**src/rht_pkg.sv**
```systemverilog
`default_nettype none

package rht_pkg;

    localparam int KEY_W = 32;
    localparam int COUNT_W = 16;
    localparam int HANDLE_W = 4;
    localparam logic [COUNT_W-1:0] COUNT_MAX = '1;

    typedef enum logic {
        CMD_ACQUIRE = 1'b0,
        CMD_RELEASE = 1'b1
    } t_cmd;

    typedef enum logic [2:0] {
        ST_NEW    = 3'd0,
        ST_SHARED = 3'd1,
        ST_FULL   = 3'd2,
        ST_NULL   = 3'd3,
        ST_HELD   = 3'd4,
        ST_FREED  = 3'd5,
        ST_RANGE  = 3'd6,
        ST_STALE  = 3'd7
    } t_status;

    typedef enum logic [1:0] {
        S_IDLE,
        S_SCAN,
        S_RELRD,
        S_DONE
    } t_state;

    // Results of the shared compare and count unit for one table word.
    typedef struct packed {
        logic               key_eq;
        logic               count_gt1;
        logic [COUNT_W-1:0] count_inc;
        logic [COUNT_W-1:0] count_dec;
    } t_unit_res;

endpackage

`default_nettype wire

```
**src/rht_ram.sv**
```systemverilog
`default_nettype none

module rht_ram #(
    parameter int WIDTH = 48,
    parameter int DEPTH = 16
) (
    input  wire logic                     i_clk,
    input  wire logic                     i_we,
    input  wire logic [$clog2(DEPTH)-1:0] i_waddr,
    input  wire logic [WIDTH-1:0]         i_wdata,
    input  wire logic [$clog2(DEPTH)-1:0] i_raddr,
    output logic      [WIDTH-1:0]         o_rdata
);

    logic [WIDTH-1:0] r_mem [DEPTH];

    always_ff @(posedge i_clk) begin
        if (i_we) begin
            r_mem[i_waddr] <= i_wdata;
        end
        o_rdata <= r_mem[i_raddr];
    end

endmodule

`default_nettype wire

```
**src/rht_unit.sv**
```systemverilog
`default_nettype none

module rht_unit (
    input  wire logic [rht_pkg::KEY_W-1:0]   i_key_a,
    input  wire logic [rht_pkg::KEY_W-1:0]   i_key_b,
    input  wire logic [rht_pkg::COUNT_W-1:0] i_count,
    output rht_pkg::t_unit_res               o_res
);

    always_comb begin
        o_res.key_eq    = (i_key_a == i_key_b);
        o_res.count_gt1 = (i_count > rht_pkg::COUNT_W'(1));
        // The count sticks at its maximum instead of wrapping.
        o_res.count_inc = (i_count == rht_pkg::COUNT_MAX) ? rht_pkg::COUNT_MAX
                                                          : i_count + rht_pkg::COUNT_W'(1);
        o_res.count_dec = i_count - rht_pkg::COUNT_W'(1);
    end

endmodule

`default_nettype wire

```
**src/refcounted_handle_table.sv**
```systemverilog
// Reference-counted handle table.
// Input stream: tuser carries the command (0 acquire, 1 release); tdata carries the
// object key in bits 31:0 and the handle to release in bits 39:32.
// Output stream: tdata carries the handle in bits 3:0 and the reference count in
// bits 19:4; tuser carries the status code (new, shared, full, null key, still
// referenced, freed, out of range, stale).
// Every input transaction produces exactly one output transaction, in order.
// An acquire of a nonzero key scans the table one slot per cycle through the
// single read port of the key/count RAM; a matching key ends the scan early. A
// release reads the slot and then writes back its count; a null key or an
// out-of-range or stale handle goes straight to its result.
// s_axis_tready is high only while no transaction is in progress, so the block
// takes no new item until the last one has finished.
// A finished result waits in the output register while the next transaction is
// accepted; if the receiver stalls, the following result holds in the sequencer
// until the output register is free.
// Reset clears the in-use bits, so every slot is free; the RAM itself is not
// cleared and needs no clearing pass.
`default_nettype none

module refcounted_handle_table #(
    parameter int SLOTS = 16
) (
    input  wire logic        i_clk,
    input  wire logic        i_rst_n,
    input  wire logic        i_s_axis_tvalid,
    output logic             o_s_axis_tready,
    input  wire logic [39:0] i_s_axis_tdata,   // object_key [31:0], release_handle [39:32]
    input  wire logic        i_s_axis_tuser,   // cmd [0]
    output logic             o_m_axis_tvalid,
    input  wire logic        i_m_axis_tready,
    output logic      [23:0] o_m_axis_tdata,   // handle_out [3:0], ref_count [19:4], zero pad
    output logic      [2:0]  o_m_axis_tuser    // status [2:0]
);

    localparam int IDX_W = $clog2(SLOTS);
    localparam int CNT_W = $clog2(SLOTS + 1);
    localparam int SW = (IDX_W > rht_pkg::HANDLE_W) ? IDX_W : rht_pkg::HANDLE_W;
    localparam int KW = rht_pkg::KEY_W;
    localparam int CW = rht_pkg::COUNT_W;
    localparam int WORD_W = KW + CW;
    localparam logic [CNT_W-1:0] SLOTS_C = CNT_W'(SLOTS);
    localparam logic [8:0] SLOTS_9 = 9'(SLOTS);
    localparam logic [IDX_W-1:0] LAST_IDX = IDX_W'(SLOTS - 1);

    rht_pkg::t_state  r_state, n_state;
    rht_pkg::t_cmd    r_cmd, n_cmd;
    logic [KW-1:0]    r_key, n_key;
    logic [IDX_W-1:0] r_hdl, n_hdl;
    logic [CNT_W-1:0] r_idx, n_idx;
    logic             r_cmp_vld, n_cmp_vld;
    logic [IDX_W-1:0] r_cmp_idx, n_cmp_idx;
    logic             r_free_vld, n_free_vld;
    logic [IDX_W-1:0] r_free_idx, n_free_idx;
    logic [SLOTS-1:0] r_used, n_used;

    logic [IDX_W-1:0]  r_res_slot, n_res_slot;
    rht_pkg::t_status  r_res_status, n_res_status;
    logic [CW-1:0]     r_res_count, n_res_count;

    logic              r_out_vld, n_out_vld;
    logic [IDX_W-1:0]  r_out_slot, n_out_slot;
    rht_pkg::t_status  r_out_status, n_out_status;
    logic [CW-1:0]     r_out_count, n_out_count;

    logic              in_fire;
    rht_pkg::t_cmd     in_cmd;
    logic [KW-1:0]     in_key;
    logic [7:0]        in_hdl;
    logic              in_range_err;
    logic [IDX_W-1:0]  in_idx;

    logic              w_we;
    logic [IDX_W-1:0]  w_waddr;
    logic [WORD_W-1:0] w_wdata;
    logic [IDX_W-1:0]  w_raddr;
    logic [WORD_W-1:0] w_rdata;
    logic [KW-1:0]     rd_key;
    logic [CW-1:0]     rd_count;
    rht_pkg::t_unit_res w_unit;

    logic              hit;
    logic              cmp_free;
    logic              scan_last;
    logic              free_any;
    logic [IDX_W-1:0]  free_slot;
    logic              out_free;
    logic [SW-1:0]     slot_wide;

    assign in_fire      = i_s_axis_tvalid && o_s_axis_tready;
    assign in_cmd       = rht_pkg::t_cmd'(i_s_axis_tuser);
    assign in_key       = i_s_axis_tdata[31:0];
    assign in_hdl       = i_s_axis_tdata[39:32];
    assign in_range_err = ({1'b0, in_hdl} >= SLOTS_9);
    assign in_idx       = in_hdl[IDX_W-1:0];

    assign w_raddr  = (r_state == rht_pkg::S_IDLE) ? in_idx : r_idx[IDX_W-1:0];
    assign rd_key   = w_rdata[KW-1:0];
    assign rd_count = w_rdata[WORD_W-1:KW];

    // The first free slot seen during the scan is kept for a new key.
    assign hit       = r_cmp_vld && r_used[r_cmp_idx] && w_unit.key_eq;
    assign cmp_free  = r_cmp_vld && !r_used[r_cmp_idx];
    assign scan_last = r_cmp_vld && (r_cmp_idx == LAST_IDX);
    assign free_any  = r_free_vld || cmp_free;
    assign free_slot = r_free_vld ? r_free_idx : r_cmp_idx;
    assign out_free  = !r_out_vld || i_m_axis_tready;

    rht_ram #(
        .WIDTH(WORD_W),
        .DEPTH(SLOTS)
    ) u_ram (
        .i_clk  (i_clk),
        .i_we   (w_we),
        .i_waddr(w_waddr),
        .i_wdata(w_wdata),
        .i_raddr(w_raddr),
        .o_rdata(w_rdata)
    );

    rht_unit u_unit (
        .i_key_a(r_key),
        .i_key_b(rd_key),
        .i_count(rd_count),
        .o_res  (w_unit)
    );

    always_comb begin
        n_state = r_state;
        unique case (r_state)
            rht_pkg::S_IDLE: begin
                if (in_fire) begin
                    if (in_cmd == rht_pkg::CMD_ACQUIRE) begin
                        n_state = (in_key == '0) ? rht_pkg::S_DONE : rht_pkg::S_SCAN;
                    end else if (in_range_err || !r_used[in_idx]) begin
                        n_state = rht_pkg::S_DONE;
                    end else begin
                        n_state = rht_pkg::S_RELRD;
                    end
                end
            end
            rht_pkg::S_SCAN: begin
                if (hit || scan_last) begin
                    n_state = rht_pkg::S_DONE;
                end
            end
            rht_pkg::S_RELRD: begin
                n_state = rht_pkg::S_DONE;
            end
            rht_pkg::S_DONE: begin
                if (out_free) begin
                    n_state = rht_pkg::S_IDLE;
                end
            end
            default: n_state = rht_pkg::S_IDLE;
        endcase
    end

    always_comb begin
        o_s_axis_tready = (r_state == rht_pkg::S_IDLE);
        n_cmd        = r_cmd;
        n_key        = r_key;
        n_hdl        = r_hdl;
        n_idx        = r_idx;
        n_cmp_vld    = r_cmp_vld;
        n_cmp_idx    = r_cmp_idx;
        n_free_vld   = r_free_vld;
        n_free_idx   = r_free_idx;
        n_used       = r_used;
        n_res_slot   = r_res_slot;
        n_res_status = r_res_status;
        n_res_count  = r_res_count;
        n_out_vld    = r_out_vld && !i_m_axis_tready;
        n_out_slot   = r_out_slot;
        n_out_status = r_out_status;
        n_out_count  = r_out_count;
        w_we         = 1'b0;
        w_waddr      = r_hdl;
        w_wdata      = {rd_count, rd_key};

        unique case (r_state)
            rht_pkg::S_IDLE: begin
                if (in_fire) begin
                    n_cmd        = in_cmd;
                    n_key        = in_key;
                    n_hdl        = in_idx;
                    n_idx        = '0;
                    n_cmp_vld    = 1'b0;
                    n_free_vld   = 1'b0;
                    n_res_slot   = '0;
                    n_res_count  = '0;
                    n_res_status = rht_pkg::ST_NULL;
                    if (in_cmd == rht_pkg::CMD_RELEASE) begin
                        priority if (in_range_err) begin
                            n_res_status = rht_pkg::ST_RANGE;
                        end else if (!r_used[in_idx]) begin
                            n_res_status = rht_pkg::ST_STALE;
                        end else begin
                            n_res_status = rht_pkg::ST_FREED;
                        end
                    end
                end
            end
            rht_pkg::S_SCAN: begin
                // A match ends the scan, so no compare is left pending behind it.
                n_cmp_vld = (r_idx < SLOTS_C) && !hit;
                n_cmp_idx = r_idx[IDX_W-1:0];
                if (r_idx < SLOTS_C) begin
                    n_idx = r_idx + CNT_W'(1);
                end
                if (cmp_free && !r_free_vld) begin
                    n_free_vld = 1'b1;
                    n_free_idx = r_cmp_idx;
                end
                priority if (hit) begin
                    w_we         = 1'b1;
                    w_waddr      = r_cmp_idx;
                    w_wdata      = {w_unit.count_inc, r_key};
                    n_res_slot   = r_cmp_idx;
                    n_res_status = rht_pkg::ST_SHARED;
                    n_res_count  = w_unit.count_inc;
                end else if (scan_last) begin
                    if (free_any) begin
                        w_we              = 1'b1;
                        w_waddr           = free_slot;
                        w_wdata           = {CW'(1), r_key};
                        n_used[free_slot] = 1'b1;
                        n_res_slot        = free_slot;
                        n_res_status      = rht_pkg::ST_NEW;
                        n_res_count       = CW'(1);
                    end else begin
                        n_res_slot   = '0;
                        n_res_status = rht_pkg::ST_FULL;
                        n_res_count  = '0;
                    end
                end else begin
                    n_res_slot = r_res_slot;
                end
            end
            rht_pkg::S_RELRD: begin
                w_we       = 1'b1;
                w_waddr    = r_hdl;
                n_res_slot = r_hdl;
                if (w_unit.count_gt1) begin
                    w_wdata      = {w_unit.count_dec, rd_key};
                    n_res_status = rht_pkg::ST_HELD;
                    n_res_count  = w_unit.count_dec;
                end else begin
                    w_wdata       = {CW'(0), rd_key};
                    n_used[r_hdl] = 1'b0;
                    n_res_status  = rht_pkg::ST_FREED;
                    n_res_count   = '0;
                end
            end
            rht_pkg::S_DONE: begin
                if (out_free) begin
                    n_out_vld    = 1'b1;
                    n_out_slot   = r_res_slot;
                    n_out_status = r_res_status;
                    n_out_count  = r_res_count;
                end
            end
            default: begin
                n_out_vld = r_out_vld && !i_m_axis_tready;
            end
        endcase
    end

    always_ff @(posedge i_clk) begin
        if (!i_rst_n) begin
            r_state    <= rht_pkg::S_IDLE;
            r_cmp_vld  <= 1'b0;
            r_free_vld <= 1'b0;
            r_used     <= '0;
            r_out_vld  <= 1'b0;
        end else begin
            r_state    <= n_state;
            r_cmp_vld  <= n_cmp_vld;
            r_free_vld <= n_free_vld;
            r_used     <= n_used;
            r_out_vld  <= n_out_vld;
        end
    end

    always_ff @(posedge i_clk) begin
        r_cmd        <= n_cmd;
        r_key        <= n_key;
        r_hdl        <= n_hdl;
        r_idx        <= n_idx;
        r_cmp_idx    <= n_cmp_idx;
        r_free_idx   <= n_free_idx;
        r_res_slot   <= n_res_slot;
        r_res_status <= n_res_status;
        r_res_count  <= n_res_count;
        r_out_slot   <= n_out_slot;
        r_out_status <= n_out_status;
        r_out_count  <= n_out_count;
    end

    // With more than sixteen slots only the low handle bits leave the block.
    assign slot_wide       = SW'(r_out_slot);
    assign o_m_axis_tvalid = r_out_vld;
    assign o_m_axis_tdata  = {4'b0000, r_out_count, slot_wide[rht_pkg::HANDLE_W-1:0]};
    assign o_m_axis_tuser  = r_out_status;

    a_acquire_scans: assert property (@(posedge i_clk) disable iff (!i_rst_n)
        in_fire && (in_cmd == rht_pkg::CMD_ACQUIRE) && (in_key != '0)
        |=> (r_state == rht_pkg::S_SCAN))
        else $error("nonzero-key acquire did not start a scan");

    a_write_ends_item: assert property (@(posedge i_clk) disable iff (!i_rst_n)
        w_we |=> (r_state == rht_pkg::S_DONE))
        else $error("table write outside the final step of a transaction");

    a_new_count_one: assert property (@(posedge i_clk) disable iff (!i_rst_n)
        r_out_vld && (r_out_status == rht_pkg::ST_NEW) |-> (r_out_count == CW'(1)))
        else $error("new handle reported with count other than one");

    a_error_zero: assert property (@(posedge i_clk) disable iff (!i_rst_n)
        r_out_vld && ((r_out_status == rht_pkg::ST_FULL) || (r_out_status == rht_pkg::ST_NULL)
            || (r_out_status == rht_pkg::ST_RANGE) || (r_out_status == rht_pkg::ST_STALE))
        |-> (r_out_slot == '0) && (r_out_count == '0))
        else $error("error result carries a nonzero handle or count");

    a_shared_used: assert property (@(posedge i_clk) disable iff (!i_rst_n)
        hit |-> (r_state == rht_pkg::S_SCAN) && (r_cmd == rht_pkg::CMD_ACQUIRE))
        else $error("key match outside an acquire scan");

endmodule

`default_nettype wire

```
**config.mk**
```make
export PLATFORM = sky130hd
export DESIGN_NAME = refcounted_handle_table
export DESIGN_NICKNAME = d
export VERILOG_FILES = /design/src/rht_pkg.sv /design/src/rht_ram.sv /design/src/rht_unit.sv /design/src/refcounted_handle_table.sv
export SDC_FILE = /design/constraint.sdc
export NUM_CORES = 1
export LEC_CHECK = 0
export BUFFER_PORTS_ARGS = -buffer_cell sky130_fd_sc_hd__buf_2
export CAP_MARGIN = 10
export CORE_MARGIN = 1
export CORE_UTILIZATION = 42
export CTS_BUF_LIST = sky130_fd_sc_hd__clkbuf_4 sky130_fd_sc_hd__clkbuf_8
export CTS_CLUSTER_SIZE = 24
export DETAILED_ROUTE_END_ITERATION = 8
export PLACE_DENSITY = 0.59
export SYNTH_ARGS = -nofsm -noshare
export SYNTH_HDL_FRONTEND = slang
export SYNTH_SLANG_ARGS = --single-unit
```
**constraint.sdc**
```tcl
create_clock -name i_clk -period 18.6 [get_ports i_clk]
set_input_delay 3.72 -clock i_clk [delete_from_list [all_inputs] [get_ports i_clk]]
set_output_delay 3.72 -clock i_clk [all_outputs]
set_load 0.02 [all_outputs]
```
After elaboration in Yosys (flattened, before gate mapping)
Memories as Yosys holds them, arrays and structs flattened. A register that Yosys moved wholly into a read port is not among the register bits. Index checks and enable logic that the tools add are counted.

Memory bits (writable): 768. Memories: 1. Register bits: 116. Logic and storage cells: 149. Output and inout bits: 29. Input port bits: 45.

Memory list: u_ram.r_mem (depth 16, width 48, read ports 1, clocked after Yosys merged registers in 1, write ports 1, RTL line rht_ram.sv:15) `logic [WIDTH-1:0] r_mem [DEPTH];`.

Equality and inequality tests: 16. Magnitude comparators: 9. Add/sub/neg operators: 3. Bitwise operators: 3. Reductions and logical operators: 34. Multiplexer cells: 67.

Operators with widths (count): 2-to-1 mux 48 bit (4); 2-to-1 mux 16 bit (9); case mux 48 bit (2 select lines) (1); case mux 16 bit (3 select lines) (1); 2-to-1 mux 4 bit (10); == test 32 bit (1); logical NOT 32 bit (1); case mux 16 bit (2 select lines) (1); less-than comparator 4 x 5 -> 1 bit (second input constant) (4); adder 16 x 1 -> 16 bit (second input constant) (1); bitwise AND 16 bit (1); == test 16 bit (second input constant) (1); greater-than comparator 16 x 1 -> 1 bit (second input constant) (1); 2-to-1 mux 1 bit (16); 2-to-1 mux 2 bit (8); inequality test 2 bit (second input constant) (8); inverter 16 bit (1); bitwise OR 16 bit (1); subtractor 16 x 1 -> 16 bit (second input constant) (1); 2-to-1 mux 3 bit (4); case mux 4 bit (3 select lines) (1); AND reduction 3 bit (4); logical AND 1 bit (10); 2-to-1 mux 5 bit (2); other kinds (22) (40).

Longest topological paths before layout
Depth after elaboration: 11. Depth in mapped cells: 10. Mapped depth without buffers: 9.

Hierarchy
Synthesis repeated with hierarchy kept, for this count alone.

Cells, all modules: 1841. Area, all modules: 36460.0 µm².

Modules (own cells, without submodules): rht_ram (area each 29694.7 µm², sequential area each 24023.0 µm², cells each 1242, times used 1); refcounted_handle_table (area each 5711.7 µm², sequential area each 3273.1 µm², cells each 444, times used 1); rht_unit (area each 1053.5 µm², sequential area each 0.0 µm², cells each 155, times used 1).

Worst setup path before layout
Ideal clock, no wire load.

Path type: flip-flop to flip-flop. Start point: register r_cmp_idx[2]. End point: memory u_ram.r_mem[0][0], enable pin. Stages on the path, launching flop included: 9. Library setup time: 0.573 ns. Buffers on the path: 2. Data required time: 18.027 ns. Path slack: 11.002 ns. Arrival: 7.025 ns. Clock period less this slack: 7.598 ns. Cell sequence: edfxtp_1 -> buf_6 -> mux4_2 -> mux4_2 -> and4_1 -> buf_6 -> and3_1 -> a221o_1 -> nor4_1.

Word-level cells in the longest chain between the ends: 11. Elaborated cells on any way between the ends: 20. Those cells by class: eq/ne (1); mux (13); reduce/logical (6).

RTL lines: start, declared (RTL line refcounted_handle_table.sv:52) `logic [IDX_W-1:0] r_cmp_idx, n_cmp_idx;`; start signal, assigned (RTL line refcounted_handle_table.sv:290) `r_cmp_idx <= n_cmp_idx;`; binary-select mux 1 bit (select 4 bit) (RTL line refcounted_handle_table.sv:102, refcounted_handle_table.sv:103); 2-to-1 mux 1 bit (implied by the code) (RTL line refcounted_handle_table.sv:102, refcounted_handle_table.sv:103); logical NOT 1 bit (RTL line refcounted_handle_table.sv:103) `assign cmp_free = r_cmp_vld && !r_used[r_cmp_idx];`; logical AND 1 bit (RTL line refcounted_handle_table.sv:103); logical OR 1 bit (RTL line refcounted_handle_table.sv:105) `assign free_any = r_free_vld || cmp_free;`; 2-to-1 mux 1 bit (RTL line refcounted_handle_table.sv:223) `if (free_any) begin`; 2-to-1 mux 1 bit (RTL line refcounted_handle_table.sv:222) `end else if (scan_last) begin`; 2-to-1 mux 1 bit (RTL line refcounted_handle_table.sv:215) `priority if (hit) begin`; case mux 1 bit (2 select lines) (RTL line refcounted_handle_table.sv:181) `unique case (r_state)`; 2-to-1 mux 1 bit (RTL line rht_ram.sv:18) `if (i_we) begin`; 2-to-1 mux 1 bit (implied by the code) (RTL line rht_ram.sv:19) `r_mem[i_waddr] <= i_wdata;`; end, declared (RTL line rht_ram.sv:15).

Parallel ways exist; a longest one is shown, timed or not. The select of a mux whose other input is x is not followed.

Worst setup path in the final report
Start point: input i_s_axis_tdata[32]. End point: register u_ram.o_rdata[3], read port of u_ram.r_mem.

Word-level cells in the longest chain between the ends: 1.

RTL lines: start, declared (RTL line refcounted_handle_table.sv:28) `input wire logic [39:0] i_s_axis_tdata,`; 2-to-1 mux 4 bit (RTL line refcounted_handle_table.sv:97) `assign w_raddr = (r_state == rht_pkg::S_IDLE) ? in_idx : r_idx[IDX_W-1:0];`; end, declared (RTL line rht_ram.sv:12) `output logic [WIDTH-1:0] o_rdata`.

Every way passes these cells. A chain may end at the register's enable or synchronous reset.

==> impl_metrics.ini <==
[yosys]
yosys.area.top_type = edfxtp_1
yosysTopAreaCellShare_pct = 70.29
post_synth_inst_count = 1977
ys_types = 64
async_flop_share_pct = 0
ys_top_cells_by_area = edfxtp_1 70%, mux4_2 12%, dfxtp_1 3.7%, nand2_1 1.5%, a211oi_1 1.0%
synth_area_um2 = 36870
synth-seq-cells = 932
synth_commonest_cells = 863 x edfxtp_1, 203 x mux4_2, 152 x nand2_1, 82 x clkbuf_1, 69 x dfxtp_1
ys_seq_area_share_pct = 74.04
yosys_warnings = 0
yosysMostFrequentCell = edfxtp_1
postSynthAreaPerCell_um2 = 18.65
dominantRegCellSynth = edfxtp_1
synth_edf_count = 863

[sta]
setup_viol = 0
timing.final.crit_share_pct = 37.42
finClkSkew_ns = 0.03850
finalSetupTns_ns = 0
slew_headroom_pct = 20.37
worst_slack_ns = 11.64
tightest_slew_ns = 1.194
hold_viol_final = 0
rsz0062_at_grt = false
final.min_clock_period_ns = 6.959
fin_hold_ws_ns = 0.4168
slew_violations = 0
fmax_mhz = 143.7

[worst_setup_path]
max_stage_delay_ns = 0.75
worstSetupStartpointType = input port
cp.arrival_ns = 7.55
cp-end-kind = flop
worstSetupPathType = input port to flop
r2r_cells = 10
critPathMaxFanout = 42
cpLargestDelayFamily = buffers and inverters
slowest_stage = buf_4
path_buf_inv = 4
path_depth = 9
required_ns = 19.19
cp_cell_sequence = buf_2 -> mux2i_4 -> buf_4 -> buf_4 -> buf_4 -> mux4_2 -> and2_1 -> a211oi_1 -> a31oi_1
crit_top_cell = buf_4

[clock_tree]
clock_sinks = 932
clk_path_buf_depth = 3
worstSkewPairLatency_ns = 0.78
cts_resized = 0
postCtsSetupRepairBufs = 0
cts_made_buffers = 148
htree_levels = 4
cts-root-buf = clkbuf_8
cts-hold-fix-buffers = 0
tritoncts = done
cts.clk_slew.worst_paths_ns = 0.05

[power_and_ir_drop]
ir_worst_vdd_mv = 0.1358
power.density_nw_per_um2 = 162.9
power.leakage_nw = 13.37

[grt]
overflow = 0
grt_start_max_net_pins = 131
antenna_found_initial = 1
grt_pass1_vias = 20170
grt_pass1_wl_mm = 131.7
grtUsageTotal_pct = 20.19

[detailed_routing]
wl_mm = 89.16
num_vias = 19730
drtIter0Drc = 1965
first_pass_iters = 5
post_drt_wl_per_cell_um = 26.22
drc = 0
avgViaCountPerCell = 5.803
drtAntennaViolNets = 0

[layout]
multiInputGateArea_um2 = 9216
area_growth_pct = 12.99
fin_nets = 2177
drive_above_1_share_pct = 26.72
finalCoreUtilization_pct = 47.95
seq_area_um2 = 27300
fill_cells = 7219

[die]
coreArea_um2 = 86890
io-pin-count = 74
dieArea_um2 = 88970
num_rows = 108
die_x_um = 298.3
initial_core_util_pct = 42.43
die_h_um = 298.3

[outcome]
status = finished, final reports clean

[placement]
dp_hpwl_mm = 45.12
pre_cts_slack_ns = 10.66
gp_congestion = 0.8476
portBuffers = 69

[min_path]
hold_class = flop to flop
hold_depth = 0

[flow_run]
cap_viol_max_count = 0
sequential cells by signal, indices dropped and copies added, names as in the netlist, 4 cells and up:
| name | cells |
|---|---|
| r_key | 32 |
| r_hdl | 4 |
| r_out_slot | 4 |
| r_cmp_idx | 4 |
| u_ram.r_mem | 768 |
| r_out_count | 16 |
| r_idx | 5 |
| r_res_slot | 4 |
| u_ram.o_rdata | 48 |
| r_res_count | 16 |
| r_free_idx | 4 |
| r_used | 16 |
cell families (layout without fill, tap and decap cells):
logic type | after synthesis | after routing | synth area share (%)
muxes | 218 | 218 | 12.82
adders and majority gates | 9 | 9 | 0.3054
DFF | 932 | 932 | 74.04
xor gates and xnor gates | 51 | 51 | 1.212
and+or+nand+nor | 386 | 386 | 5.219
other | 1 | 7 | 0.01017
AOI/OAI and AO/OA | 251 | 251 | 4.934
buffers and inverters | 129 | 391 | 1.466
stage by stage:
| step | instance area, um^2 | cells | power, W |
|---|---|---|---|
| floorplan | 36880 | 1980 | 0.004474 |
| global placement | 38660 | 3128 | 0.005032 |
| detailed placement | 38660 | 3128 | 0.005092 |
| CTS | 41650 | 3397 | 0.006837 |
| global route | 41660 | 3399 | 0.007099 |
| finish | 41660 | 3400 | 0.006785 |
worst reg2reg max path, delay by kind of cell (launching register included):
kind | cells | cell delay (ns)
DFF | 1 | 0.41
buffers and inverters | 3 | 1.52
and+or+nand+nor | 4 | 1.65
xor gates and xnor gates | 1 | 0.48
AOI/OAI and AO/OA | 2 | 0.74
layer usage:
metal	global-route usage, %	part of all wire (%)
met1	28.75	44
met4	5.836	1.6
met2	31.73	47
met5	0	0
met3	3.814	7.0
power by group:
group	internal, W	total, W	switching (W)
Sequential	0.00292	0.00306	0.000131
Combinational	0.000714	0.00199	0.00128
Clock	0.000952	0.00174	0.000786
Total	0.00459	0.00678	0.00219
final timing paths:
kind	startpoint	end	slack, ns
min	r_res_slot[2]	r_out_slot[2]	0.42
max	i_s_axis_tdata[32]	u_ram.o_rdata[3]	11.64
min reg2reg	r_res_slot[2]	r_out_slot[2]	0.42
max reg2reg	r_key[24]	u_ram.r_mem[13][15]	13.39
area by class of cell:
class                   instances  area share [%]
repair buffers                109           1.580
flip-flops and latches        932           65.52
clock inverters                43          0.6187
inverters                      13          0.1171
clock buffers                 226           6.551
well taps                    1155           3.469
diodes                          3         0.01802
multi-input cells             919           22.12
cells in the final DEF, fill, tap and decap left out, drive strengths merged, types with 4 or more instances in the layout:
cell type    n
edfxtp     863
clkbuf     226
mux4       203
nand2      152
buf        109
dfxtp       69
a31oi       54
and2        53
a211oi      51
nor4        47
nor2        41
xnor2       35
clkinv      35
a22o        34
o21ai       21
nand3       19
nand4       17
a21oi       17
xor2        16
nor3        16
a21o        15
o22ai       15
inv         15
mux2i       12
ha           9
nand2b       8
a32oi        8
or2          7
and3         7
o31ai        7
nor2b        6
clkinvlp     5
o21a         4
conb         4
Power figures use the tool's default switching activity.
